$ cat config.mk
export PLATFORM = sky130hd
export DESIGN_NAME = aging_fault_code_table
export DESIGN_NICKNAME = d
export VERILOG_FILES = /design/src/rtl/afct_pkg.sv /design/src/rtl/afct_ram.sv /design/src/rtl/afct_fifo.sv /design/src/rtl/afct_front.sv /design/src/rtl/afct_back.sv /design/src/rtl/aging_fault_code_table.sv
export SDC_FILE = /design/constraint.sdc
export NUM_CORES = 2
export LEC_CHECK = 0
export ABC_AREA = 1
export ABC_CLOCK_PERIOD_IN_PS = 5100
export BUFFER_PORTS_ARGS = -buffer_cell sky130_fd_sc_hd__buf_2
export CAP_MARGIN = 15
export CORE_ASPECT_RATIO = 1.1
export CORE_MARGIN = 2
export CORE_UTILIZATION = 57
export DETAILED_ROUTE_END_ITERATION = 10
export PLACE_DENSITY = 0.81
export REMOVE_ABC_BUFFERS = 1
export SYNTH_ARGS = -nofsm -noshare
export SYNTH_HDL_FRONTEND = slang
export SYNTH_SLANG_ARGS = --single-unit
$ cat constraint.sdc
create_clock -name clk -period 5.1 [get_ports clk]
set_clock_uncertainty 0.15 [all_clocks]
set_input_delay 0.51 -clock clk [delete_from_list [all_inputs] [get_ports clk]]
set_output_delay 0.51 -clock clk [all_outputs]
set_load 0.1 [all_outputs]
$ cat src/rtl/afct_pkg.sv
// Shared types and constants for the aging fault-code table.
`default_nettype none

package afct_pkg;

  localparam int TABLES    = 3;
  localparam int SLOTS_DEF = 15;
  localparam int CODE_W    = 16;
  localparam int LIFE_W    = 4;
  localparam int CMD_DEPTH = 2;
  localparam int OUT_DEPTH = 4;
  localparam int OCW       = $clog2(OUT_DEPTH + 1);

  localparam logic [LIFE_W-1:0] LIFE_RESET = 4'd12;
  localparam logic [3:0]        LC_MAX     = 4'd15;

  localparam logic ACT_REPORT = 1'b0;
  localparam logic ACT_TICK   = 1'b1;

  typedef struct packed {
    logic              action;
    logic [1:0]        table_sel;
    logic [CODE_W-1:0] code;
  } in_item_t;

  typedef struct packed {
    logic [1:0]        out_table;
    logic [3:0]        out_slot;
    logic [CODE_W-1:0] out_code;
    logic [3:0]        live_count;
    logic              last;
  } out_item_t;

  typedef struct packed {
    logic              tick;
    logic [1:0]        tbl;
    logic [CODE_W-1:0] code;
  } cmd_t;

  typedef struct packed {
    logic [CODE_W-1:0] code;
    logic [LIFE_W-1:0] life;
  } entry_t;

endpackage

`default_nettype wire

$ cat src/rtl/afct_ram.sv
// Generic simple dual-port RAM with registered read.
`default_nettype none

module afct_ram #(
  parameter int WIDTH = 8,
  parameter int DEPTH = 16,
  localparam int AW = (DEPTH > 1) ? $clog2(DEPTH) : 1
) (
  input  wire logic             clk,
  input  wire logic             we,
  input  wire logic [AW-1:0]    waddr,
  input  wire logic [WIDTH-1:0] wdata,
  input  wire logic             re,
  input  wire logic [AW-1:0]    raddr,
  output logic      [WIDTH-1:0] rdata
);

  logic [WIDTH-1:0] mem [DEPTH];

  always_ff @(posedge clk) begin
    if (we) begin
      mem[waddr] <= wdata;
    end
    if (re) begin
      rdata <= mem[raddr];
    end
  end

endmodule

`default_nettype wire

$ cat src/rtl/afct_fifo.sv
// Small register-based queue with occupancy count.
`default_nettype none

module afct_fifo #(
  parameter int W     = 8,
  parameter int DEPTH = 2,
  localparam int PW = (DEPTH > 1) ? $clog2(DEPTH) : 1,
  localparam int CW = $clog2(DEPTH + 1)
) (
  input  wire logic          clk,
  input  wire logic          rst,
  input  wire logic          push,
  input  wire logic [W-1:0]  wdata,
  output logic               full,
  input  wire logic          pop,
  output logic      [W-1:0]  rdata,
  output logic               empty,
  output logic      [CW-1:0] count
);

  logic [W-1:0]  mem [DEPTH];
  logic [PW-1:0] wptr;
  logic [PW-1:0] rptr;
  logic          do_push;
  logic          do_pop;

  assign full    = (count == CW'(DEPTH));
  assign empty   = (count == '0);
  assign do_push = push && !full;
  assign do_pop  = pop && !empty;
  assign rdata   = mem[rptr];

  always_ff @(posedge clk) begin
    if (rst) begin
      wptr  <= '0;
      rptr  <= '0;
      count <= '0;
    end else begin
      if (do_push) begin
        wptr <= (wptr == PW'(DEPTH - 1)) ? '0 : wptr + 1'b1;
      end
      if (do_pop) begin
        rptr <= (rptr == PW'(DEPTH - 1)) ? '0 : rptr + 1'b1;
      end
      if (do_push && !do_pop) begin
        count <= count + 1'b1;
      end else if (do_pop && !do_push) begin
        count <= count - 1'b1;
      end
    end
  end

  always_ff @(posedge clk) begin
    if (do_push) begin
      mem[wptr] <= wdata;
    end
  end

endmodule

`default_nettype wire

$ cat src/rtl/afct_front.sv
// Front end: accepts requests, drops reports to a nonexistent table, queues commands.
`default_nettype none

module afct_front import afct_pkg::*; (
  input  wire logic     clk,
  input  wire logic     rst,
  input  wire in_item_t item,
  input  wire logic     push,
  output logic          full,
  output cmd_t          cmd,
  output logic          cmd_valid,
  input  wire logic     cmd_ready
);

  localparam int CMD_W = $bits(cmd_t);

  cmd_t             cmd_in;
  logic             keep;
  logic             q_empty;
  logic [CMD_W-1:0] q_rdata;
  logic [$clog2(CMD_DEPTH + 1)-1:0] q_count;

  // Ticks always go through; a report needs a real table.
  assign keep        = (item.action == ACT_TICK) || (item.table_sel < 2'(TABLES));
  assign cmd_in.tick = (item.action == ACT_TICK);
  assign cmd_in.tbl  = item.table_sel;
  assign cmd_in.code = item.code;

  afct_fifo #(
    .W     (CMD_W),
    .DEPTH (CMD_DEPTH)
  ) u_cmd_q (
    .clk   (clk),
    .rst   (rst),
    .push  (push && keep),
    .wdata (cmd_in),
    .full  (full),
    .pop   (cmd_ready),
    .rdata (q_rdata),
    .empty (q_empty),
    .count (q_count)
  );

  assign cmd       = cmd_t'(q_rdata);
  assign cmd_valid = !q_empty && (q_count != '0);

endmodule

`default_nettype wire

$ cat src/rtl/afct_back.sv
// Back end: slot storage, compaction/refresh/placement and the aging dump.
`default_nettype none

module afct_back import afct_pkg::*; #(
  parameter int SLOTS = SLOTS_DEF
) (
  input  wire logic              clk,
  input  wire logic              rst,
  input  wire cmd_t              cmd,
  input  wire logic              cmd_valid,
  output logic                   cmd_ready,
  input  wire logic [LIFE_W-1:0] refresh,
  input  wire logic [OCW-1:0]    out_count,
  output out_item_t              res,
  output logic                   res_push
);

  localparam int SW    = (SLOTS > 1) ? $clog2(SLOTS) : 1;
  localparam int CW    = $clog2(SLOTS + 1);
  localparam int DEPTH = TABLES * SLOTS;
  localparam int AW    = $clog2(DEPTH);
  localparam int EW    = $bits(entry_t);

  typedef enum logic [5:0] {
    ST_IDLE     = 6'b000001,
    ST_COMPACT  = 6'b000010,
    ST_DRAIN    = 6'b000100,
    ST_PLACE    = 6'b001000,
    ST_DUMP     = 6'b010000,
    ST_DUMP_END = 6'b100000
  } state_t;

  state_t            state;
  logic [1:0]        tb;
  logic [CODE_W-1:0] code_c;
  logic [SW-1:0]     rd;
  logic [CW-1:0]     wr;
  logic              pend_v;
  logic [SW-1:0]     pend_wr;
  logic              found;
  logic [SW-1:0]     found_idx;
  logic [1:0]        dt;
  logic [SW-1:0]     di;
  logic              b_v;
  logic [1:0]        b_t;
  logic [SW-1:0]     b_i;
  logic [3:0]        snap;

  logic [TABLES-1:0][SLOTS-1:0] live;
  logic [TABLES-1:0][CW-1:0]    counts;

  logic              re;
  logic [AW-1:0]     raddr;
  logic              we;
  logic [AW-1:0]     waddr;
  entry_t            wdata;
  logic [EW-1:0]     ram_q;
  entry_t            rdata;

  logic              rd_live;
  logic              hit;
  logic              credit;
  logic [CW-1:0]     cnt_t;
  logic              can_place;
  logic [SLOTS-1:0]  live_place;
  logic [CW-1:0]     count_place;
  logic              b_live;
  logic [LIFE_W-1:0] b_life_dec;
  logic [3:0]        lc_now;

  function automatic logic [AW-1:0] slot_addr(logic [1:0] t, logic [SW-1:0] s);
    return AW'(t) * AW'(SLOTS) + AW'(s);
  endfunction

  function automatic logic [SLOTS-1:0] low_mask(logic [CW-1:0] c);
    logic [SLOTS-1:0] m;
    for (int j = 0; j < SLOTS; j++) begin
      m[j] = (CW'(j) < c);
    end
    return m;
  endfunction

  function automatic logic [3:0] sat_count(logic [CW-1:0] c);
    if (8'(c) > 8'(LC_MAX)) begin
      return LC_MAX;
    end
    return 4'(c);
  endfunction

  afct_ram #(
    .WIDTH (EW),
    .DEPTH (DEPTH)
  ) u_slots (
    .clk   (clk),
    .we    (we),
    .waddr (waddr),
    .wdata (wdata),
    .re    (re),
    .raddr (raddr),
    .rdata (ram_q)
  );

  assign rdata      = entry_t'(ram_q);
  assign cmd_ready  = (state == ST_IDLE);
  assign rd_live    = live[tb][rd];
  assign hit        = pend_v && (code_c != '0) && (rdata.code == code_c);
  assign credit     = ((OCW+1)'(out_count) + (OCW+1)'(b_v)) < (OCW+1)'(OUT_DEPTH);
  assign cnt_t      = counts[tb];
  assign can_place  = (code_c != '0) && !found && (cnt_t < CW'(SLOTS)) && (refresh != '0);
  assign b_live     = live[b_t][b_i];
  assign b_life_dec = rdata.life - 1'b1;
  assign lc_now     = sat_count(counts[b_t]);

  // Layout after a report: live slots first; zero refresh frees a match.
  always_comb begin
    live_place  = low_mask(cnt_t);
    count_place = cnt_t;
    if (found && (refresh == '0)) begin
      live_place[found_idx] = 1'b0;
      count_place           = cnt_t - 1'b1;
    end else if (can_place) begin
      live_place[cnt_t[SW-1:0]] = 1'b1;
      count_place               = cnt_t + 1'b1;
    end
  end

  always_comb begin
    re       = 1'b0;
    raddr    = '0;
    we       = 1'b0;
    waddr    = '0;
    wdata    = rdata;
    res_push = 1'b0;
    res      = '0;
    case (state)
      ST_COMPACT: begin
        if (rd_live) begin
          re    = 1'b1;
          raddr = slot_addr(tb, rd);
        end
      end
      ST_DUMP: begin
        if (credit) begin
          re    = 1'b1;
          raddr = slot_addr(dt, di);
        end
      end
      default: begin
      end
    endcase

    // Compaction write-back; a matching code gets its lifetime refreshed.
    if (pend_v) begin
      we         = 1'b1;
      waddr      = slot_addr(tb, pend_wr);
      wdata.code = rdata.code;
      wdata.life = hit ? refresh : rdata.life;
    end

    if ((state == ST_PLACE) && can_place) begin
      we         = 1'b1;
      waddr      = slot_addr(tb, cnt_t[SW-1:0]);
      wdata.code = code_c;
      wdata.life = refresh;
    end

    // Dump one slot and age it.
    if (b_v) begin
      res_push       = 1'b1;
      res.out_table  = b_t;
      res.out_slot   = 4'(b_i);
      res.out_code   = b_live ? rdata.code : '0;
      res.live_count = (b_i == '0) ? lc_now : snap;
      res.last       = (b_t == 2'(TABLES - 1)) && (b_i == SW'(SLOTS - 1));
      if (b_live) begin
        we         = 1'b1;
        waddr      = slot_addr(b_t, b_i);
        wdata.code = rdata.code;
        wdata.life = b_life_dec;
      end
    end
  end

  always_ff @(posedge clk) begin
    if (rst) begin
      state  <= ST_IDLE;
      rd     <= '0;
      wr     <= '0;
      dt     <= '0;
      di     <= '0;
      pend_v <= 1'b0;
      b_v    <= 1'b0;
      found  <= 1'b0;
      live   <= '0;
      counts <= '0;
    end else begin
      pend_v <= 1'b0;
      b_v    <= 1'b0;
      case (state)
        ST_IDLE: begin
          if (cmd_valid) begin
            tb     <= cmd.tbl;
            code_c <= cmd.code;
            found  <= 1'b0;
            rd     <= '0;
            wr     <= '0;
            dt     <= '0;
            di     <= '0;
            state  <= cmd.tick ? ST_DUMP : ST_COMPACT;
          end
        end
        ST_COMPACT: begin
          if (rd_live) begin
            pend_v  <= 1'b1;
            pend_wr <= wr[SW-1:0];
            wr      <= wr + 1'b1;
          end
          if (rd == SW'(SLOTS - 1)) begin
            state <= ST_DRAIN;
          end else begin
            rd <= rd + 1'b1;
          end
        end
        ST_DRAIN: begin
          state <= ST_PLACE;
        end
        ST_PLACE: begin
          live[tb]   <= live_place;
          counts[tb] <= count_place;
          state      <= ST_IDLE;
        end
        ST_DUMP: begin
          if (credit) begin
            b_v <= 1'b1;
            b_t <= dt;
            b_i <= di;
            if (di == SW'(SLOTS - 1)) begin
              di <= '0;
              if (dt == 2'(TABLES - 1)) begin
                state <= ST_DUMP_END;
              end else begin
                dt <= dt + 1'b1;
              end
            end else begin
              di <= di + 1'b1;
            end
          end
        end
        ST_DUMP_END: begin
          state <= ST_IDLE;
        end
        default: begin
          state <= ST_IDLE;
        end
      endcase

      if (hit) begin
        found     <= 1'b1;
        found_idx <= pend_wr;
      end

      if (b_v) begin
        if (b_i == '0) begin
          snap <= lc_now;
        end
        if (b_live && (b_life_dec == '0)) begin
          live[b_t][b_i] <= 1'b0;
          counts[b_t]    <= counts[b_t] - 1'b1;
        end
      end
    end
  end

  a_count_matches_live: assert property (@(posedge clk) disable iff (rst)
    state == ST_IDLE |->
      ($countones(live[0]) == counts[0]) && ($countones(live[1]) == counts[1]) &&
      ($countones(live[2]) == counts[2]))
    else $error("live count out of step with live bits");

  a_result_has_room: assert property (@(posedge clk) disable iff (rst)
    res_push |-> (out_count < OCW'(OUT_DEPTH)))
    else $error("result pushed into a full queue");

  a_writeback_from_compact: assert property (@(posedge clk) disable iff (rst)
    pend_v |-> $past(state) == ST_COMPACT)
    else $error("compaction write-back outside compaction");

  a_compact_keeps_count: assert property (@(posedge clk) disable iff (rst)
    state == ST_PLACE |-> wr == counts[tb])
    else $error("compaction moved a different number of slots than are live");

endmodule

`default_nettype wire

$ cat src/rtl/aging_fault_code_table.sv
// Aging fault-code table: three tables of SLOTS code/lifetime slots.
//
// Input queue: drive item and push; a request is taken at a clock edge with push high
// and full low. action = report puts code into table table_sel (compacting that
// table first; code zero only compacts; table three is ignored). action = tick
// dumps every slot of every table and ages it by one.
// Result queue: while empty is low the oldest result sits on result; pop takes it.
// A tick yields 3*SLOTS results, table-major, with last set on the final one.
// Configuration: cfg_data is the refresh lifetime, written on cfg_valid with
// cfg_ready (always high); write it only while the block is idle.
// Timing: one request at a time in the back end. A report makes one pass over
// the table through the slot RAM, then a write-back stage and a placement step.
// A tick reads one slot per cycle through the RAM's registered read when the
// receiver pops every cycle; the first result then passes through the registered
// read into the result queue. A two-entry command queue lets new requests in
// while the back end works; a four-entry result queue absorbs stalls.
// When the receiver stalls, the dump holds and the command queue fills up.
// Reset: all slots read as empty (live bits cleared), refresh lifetime is 12.
`default_nettype none

module aging_fault_code_table import afct_pkg::*; #(
  parameter int SLOTS = SLOTS_DEF
) (
  input  wire logic              clk,
  input  wire logic              rst,
  input  wire in_item_t          item,
  input  wire logic              push,
  output logic                   full,
  output out_item_t              result,
  output logic                   empty,
  input  wire logic              pop,
  input  wire logic              cfg_valid,
  output logic                   cfg_ready,
  input  wire logic [LIFE_W-1:0] cfg_data
);

  localparam int RES_W = $bits(out_item_t);

  cmd_t              cmd;
  logic              cmd_valid;
  logic              cmd_ready;
  logic [LIFE_W-1:0] refresh_lifetime;
  out_item_t         res;
  logic              res_push;
  logic              out_full;
  logic [OCW-1:0]    out_count;
  logic [RES_W-1:0]  out_q;

  // Refresh lifetime register; always ready to take a write.
  assign cfg_ready = 1'b1;

  always_ff @(posedge clk) begin
    if (rst) begin
      refresh_lifetime <= LIFE_RESET;
    end else if (cfg_valid && cfg_ready) begin
      refresh_lifetime <= cfg_data;
    end
  end

  // Accept and classify requests.
  afct_front u_front (
    .clk       (clk),
    .rst       (rst),
    .item      (item),
    .push      (push),
    .full      (full),
    .cmd       (cmd),
    .cmd_valid (cmd_valid),
    .cmd_ready (cmd_ready)
  );

  // Carry out reports and ticks against the slot storage.
  afct_back #(
    .SLOTS (SLOTS)
  ) u_back (
    .clk       (clk),
    .rst       (rst),
    .cmd       (cmd),
    .cmd_valid (cmd_valid),
    .cmd_ready (cmd_ready),
    .refresh   (refresh_lifetime),
    .out_count (out_count),
    .res       (res),
    .res_push  (res_push)
  );

  // Hold results until the receiver pops them; the back end only issues a
  // slot read when a place is reserved here.
  afct_fifo #(
    .W     (RES_W),
    .DEPTH (OUT_DEPTH)
  ) u_out_q (
    .clk   (clk),
    .rst   (rst),
    .push  (res_push),
    .wdata (res),
    .full  (out_full),
    .pop   (pop),
    .rdata (out_q),
    .empty (empty),
    .count (out_count)
  );

  assign result = out_item_t'(out_q);

  a_no_overflow: assert property (@(posedge clk) disable iff (rst)
    res_push |-> !out_full)
    else $error("result queue overflow");

endmodule

`default_nettype wire

==> impl_metrics.tcl <==
set metrics [dict create \
    status "finished clean" \
    ys_top_cells_by_count "edfxtp_1, nand3_1, nand2_1, inv_1, nor2_1" \
    fin_crit_sh_pct 90.4 \
    die_area_um2 97600 \
    num_antenna_cells 0 \
    worstMarginPinSlew_ps 1120 \
    grt_pass1_wl_mm 220 \
    fin_crit_ps 4610 \
    drcViolationCount 0 \
    yosysTopAreaCell "edfxtp_1" \
    core_um2 94200 \
    dr.pass1.iters 8 \
    tritoncts "done" \
    hold_path_class "input pin to register" \
    hold_viol_final 0 \
    track_usage_pct 29.5 \
    first_global_vias 37400 \
    gr-total-overflow 0 \
    fp-row-count 118 \
    die_y_um 327 \
    syn-cell-area_um2 54200 \
    antenna_found_initial 0 \
    setup_viol 0 \
    syn_avg_cell_area_um2 10.7 \
    yosysSeqAreaShare_pct 64.7 \
    crit_family "simple AND/OR/NAND/NOR gates" \
    wl_mm 146 \
    critPathSlowestCell "edfxtp_1" \
    clk_path_buf_depth 3 \
    relSlewSlack_pct 25.1 \
    synthCells 5072 \
    cpPeakStageDelay_ps 470 \
    initial_core_util_pct 57.5 \
    grt_max_degree 160 \
    drt_iter0_drc 5429 \
    h-tree-depth 3 \
    synth_flop_cell "edfxtp_1" \
    place_area_um2 57100 \
    drv_cap 0 \
    synthTopCellsByArea "edfxtp_1, nand3_1, nand2_1" \
    crit_fanout 20 \
    clock.fmax_ghz 0.217 \
    crit_path_start_kind "register" \
    crit_chain "inv_1 > o21ai_0 > o21a_1 > inv_1 > ha_1 > fa_1 > a21oi_1 > o21ai_0 > or2_2 > nand3_1 > o21ai_0 > nand2_1 > o21ai_1 > inv_1 > nand2_1 > inv_1 > nand2_1 > nor2_2 > buf_12" \
    ys_seq_elements 1200 \
    die_w_um 298 \
    path_buf_inv 5 \
    path_class "register to register" \
    cp_common_cell "inv_1" \
    cp.arrival_ps 4860 \
    finalInstanceArea_um2 61200 \
    ios 58 \
    peakVddDrop_v 0.000588 \
    final_max_slew_viol_count 0 \
    place_hpwl_mm 89.9 \
    yosys_warnings 0 \
    gp_congestion 1.01 \
    drtAntennaViolNets 0 \
    root_buffer "clkbuf_16" \
    power_density_nw_per_um2 388 \
    syn_to_final_growth_pct 12.9 \
    clk_pin_slew_worst_paths_ps 60 \
    end_kind "register" \
    rsz0062_at_grt "no" \
    synth_enable_flop_cells 1102 \
    wire_per_inst_um 22.5 \
    synth_cell_types 57 \
    leakage_nw 23.6 \
    layout.nets 5241 \
    numPortBuffers 56 \
    drive_above_1_share_pct 10.4 \
    synth.most_common_cell "edfxtp_1" \
    crit_required_ps 5350 \
    synth_top_area_share_pct 61.1 \
    post-layout-total-power_mw 23.7 \
    async_flop_share_pct 0 \
    cts_setup_buffers 0 \
    cts_made_buffers 116 \
    cts_num_sinks 1200 \
    num_vias 39000 \
    drt-vias-per-instance 5.99 \
    clk_latency_ps 720 \
]
## state kept, by name, indices dropped and copies added (netlist names), 6 cells and up, named ones only
| register | count |
|---|---|
| u_back.code_c | 16 |
| u_out_q.mem | 108 |
| u_back.u_slots.mem | 900 |
| u_back.counts | 12 |
| u_back.u_slots.rdata | 20 |
| u_back.state | 6 |
| u_front.u_cmd_q.mem | 38 |
| u_back.live | 45 |
## final timing paths
check	cells past startpoint	slack, ps	to	from
setup reg to reg	19	490	u_back.u_slots.mem[37][0]	u_back.tb[0]
setup / recovery	19	490	u_back.u_slots.mem[37][0]	u_back.tb[0]
hold reg to reg	1	320	u_front.u_cmd_q.rptr	u_front.u_cmd_q.rptr
hold / removal	4	30	refresh_lifetime[3]	cfg_valid
## stage by stage
step | hold slack (ps) | util (%) | setup TNS [ps] | worst slack (ps) | cells
finish | 26.9 | 65.0 | 0 | 488 | 6509
global route | 75.6 | 65.0 | 0 | 234 | 6509
CTS | 6.69 | 65.0 | 0 | 552 | 6509
detailed placement | 294 | 60.6 | 0 | 582 | 6264
global placement | 285 | 60.6 | 0 | 628 | 6264
floorplan | 273 | - | -193670 | -7440 | 4789
## metal layers
metal | up-vias | global-route usage (%) | part of all wire (%)
met4 | 0 | 15.2 | 5.5
met2 | 2503 | 48.9 | 48
met1 | 18400 | 37.9 | 36
met3 | 401 | 4.63 | 11
met5 | - | 0 | 0
li1 | 17600 | - | -
## kinds of logic after synthesis
logic type | share of synthesized area [%]
muxes | 0.429
xor gates and xnor gates | 0.226
adders and majority gates | 1.64
other | 0.00692
AOI/OAI and AO/OA | 6.24
DFF | 64.7
and+or+nand+nor | 19.0
buffers and inverters | 7.83
## worst register-to-register path: stages (launching register included)
cell      delay (ps)
edfxtp_1         470
inv_1            270
o21ai_0          230
o21a_1           280
inv_1            140
ha_1             240
fa_1             430
a21oi_1          150
o21ai_0          110
or2_2            290
nand3_1           90
o21ai_0          100
nand2_1           80
o21ai_1          130
inv_1            130
nand2_1          120
inv_1            100
nand2_1          330
nor2_2           280
buf_12           200
## cell usage in the layout (no fill, tap or decap), types with 6 or more instances in the layout
master         instances
a211oi_1              40
a21oi_1               65
a221oi_1               6
buf_12                68
buf_2                 56
buf_4                 91
bufinv_16             10
clkbuf_1              20
clkbuf_16            121
clkbuf_8               8
clkinv_1              23
clkinv_2              16
clkinvlp_4             9
dfxtp_1               98
dlygate4sd3_1         27
edfxtp_1            1102
fa_1                  12
ha_1                  52
inv_1                729
inv_2                 17
mux2_2                18
nand2_1              808
nand2_2                9
nand3_1              852
nand3b_1             203
nand4_1               11
nor2_1               209
nor2_2                51
nor3_1                11
nor4_1                 8
o2111ai_1             14
o211ai_1             118
o21a_1                 6
o21ai_0              192
o21ai_1                7
o21ai_4               21
o22ai_1               46
or2_2                 15
xor2_1                13
## layout make-up
type                    instances  area [µm²]
clock buffers                 152        3230
clock inverters                66         624
fillers                      6749       33000
inverters                     752        2840
multi-input cells            2837       15300
flip-flops and latches       1200       35100
well taps                    1260        1580
repair buffers                242        2590
## power by group
group	switching (mW)	total [mW]	internal (mW)
Combinational	2.97	3.84	0.866
Sequential	0.203	11.2	11.0
Clock	3.68	8.64	4.96
Total	6.86	23.7	16.9
## repair_timing
item                                    CTS  global route
hold buffers                             27             0
hold endpoints to repair                 42             0
resized for setup                         0             0
endpoints found under the setup margin    0             0
(Power assumes the default switching activity.)
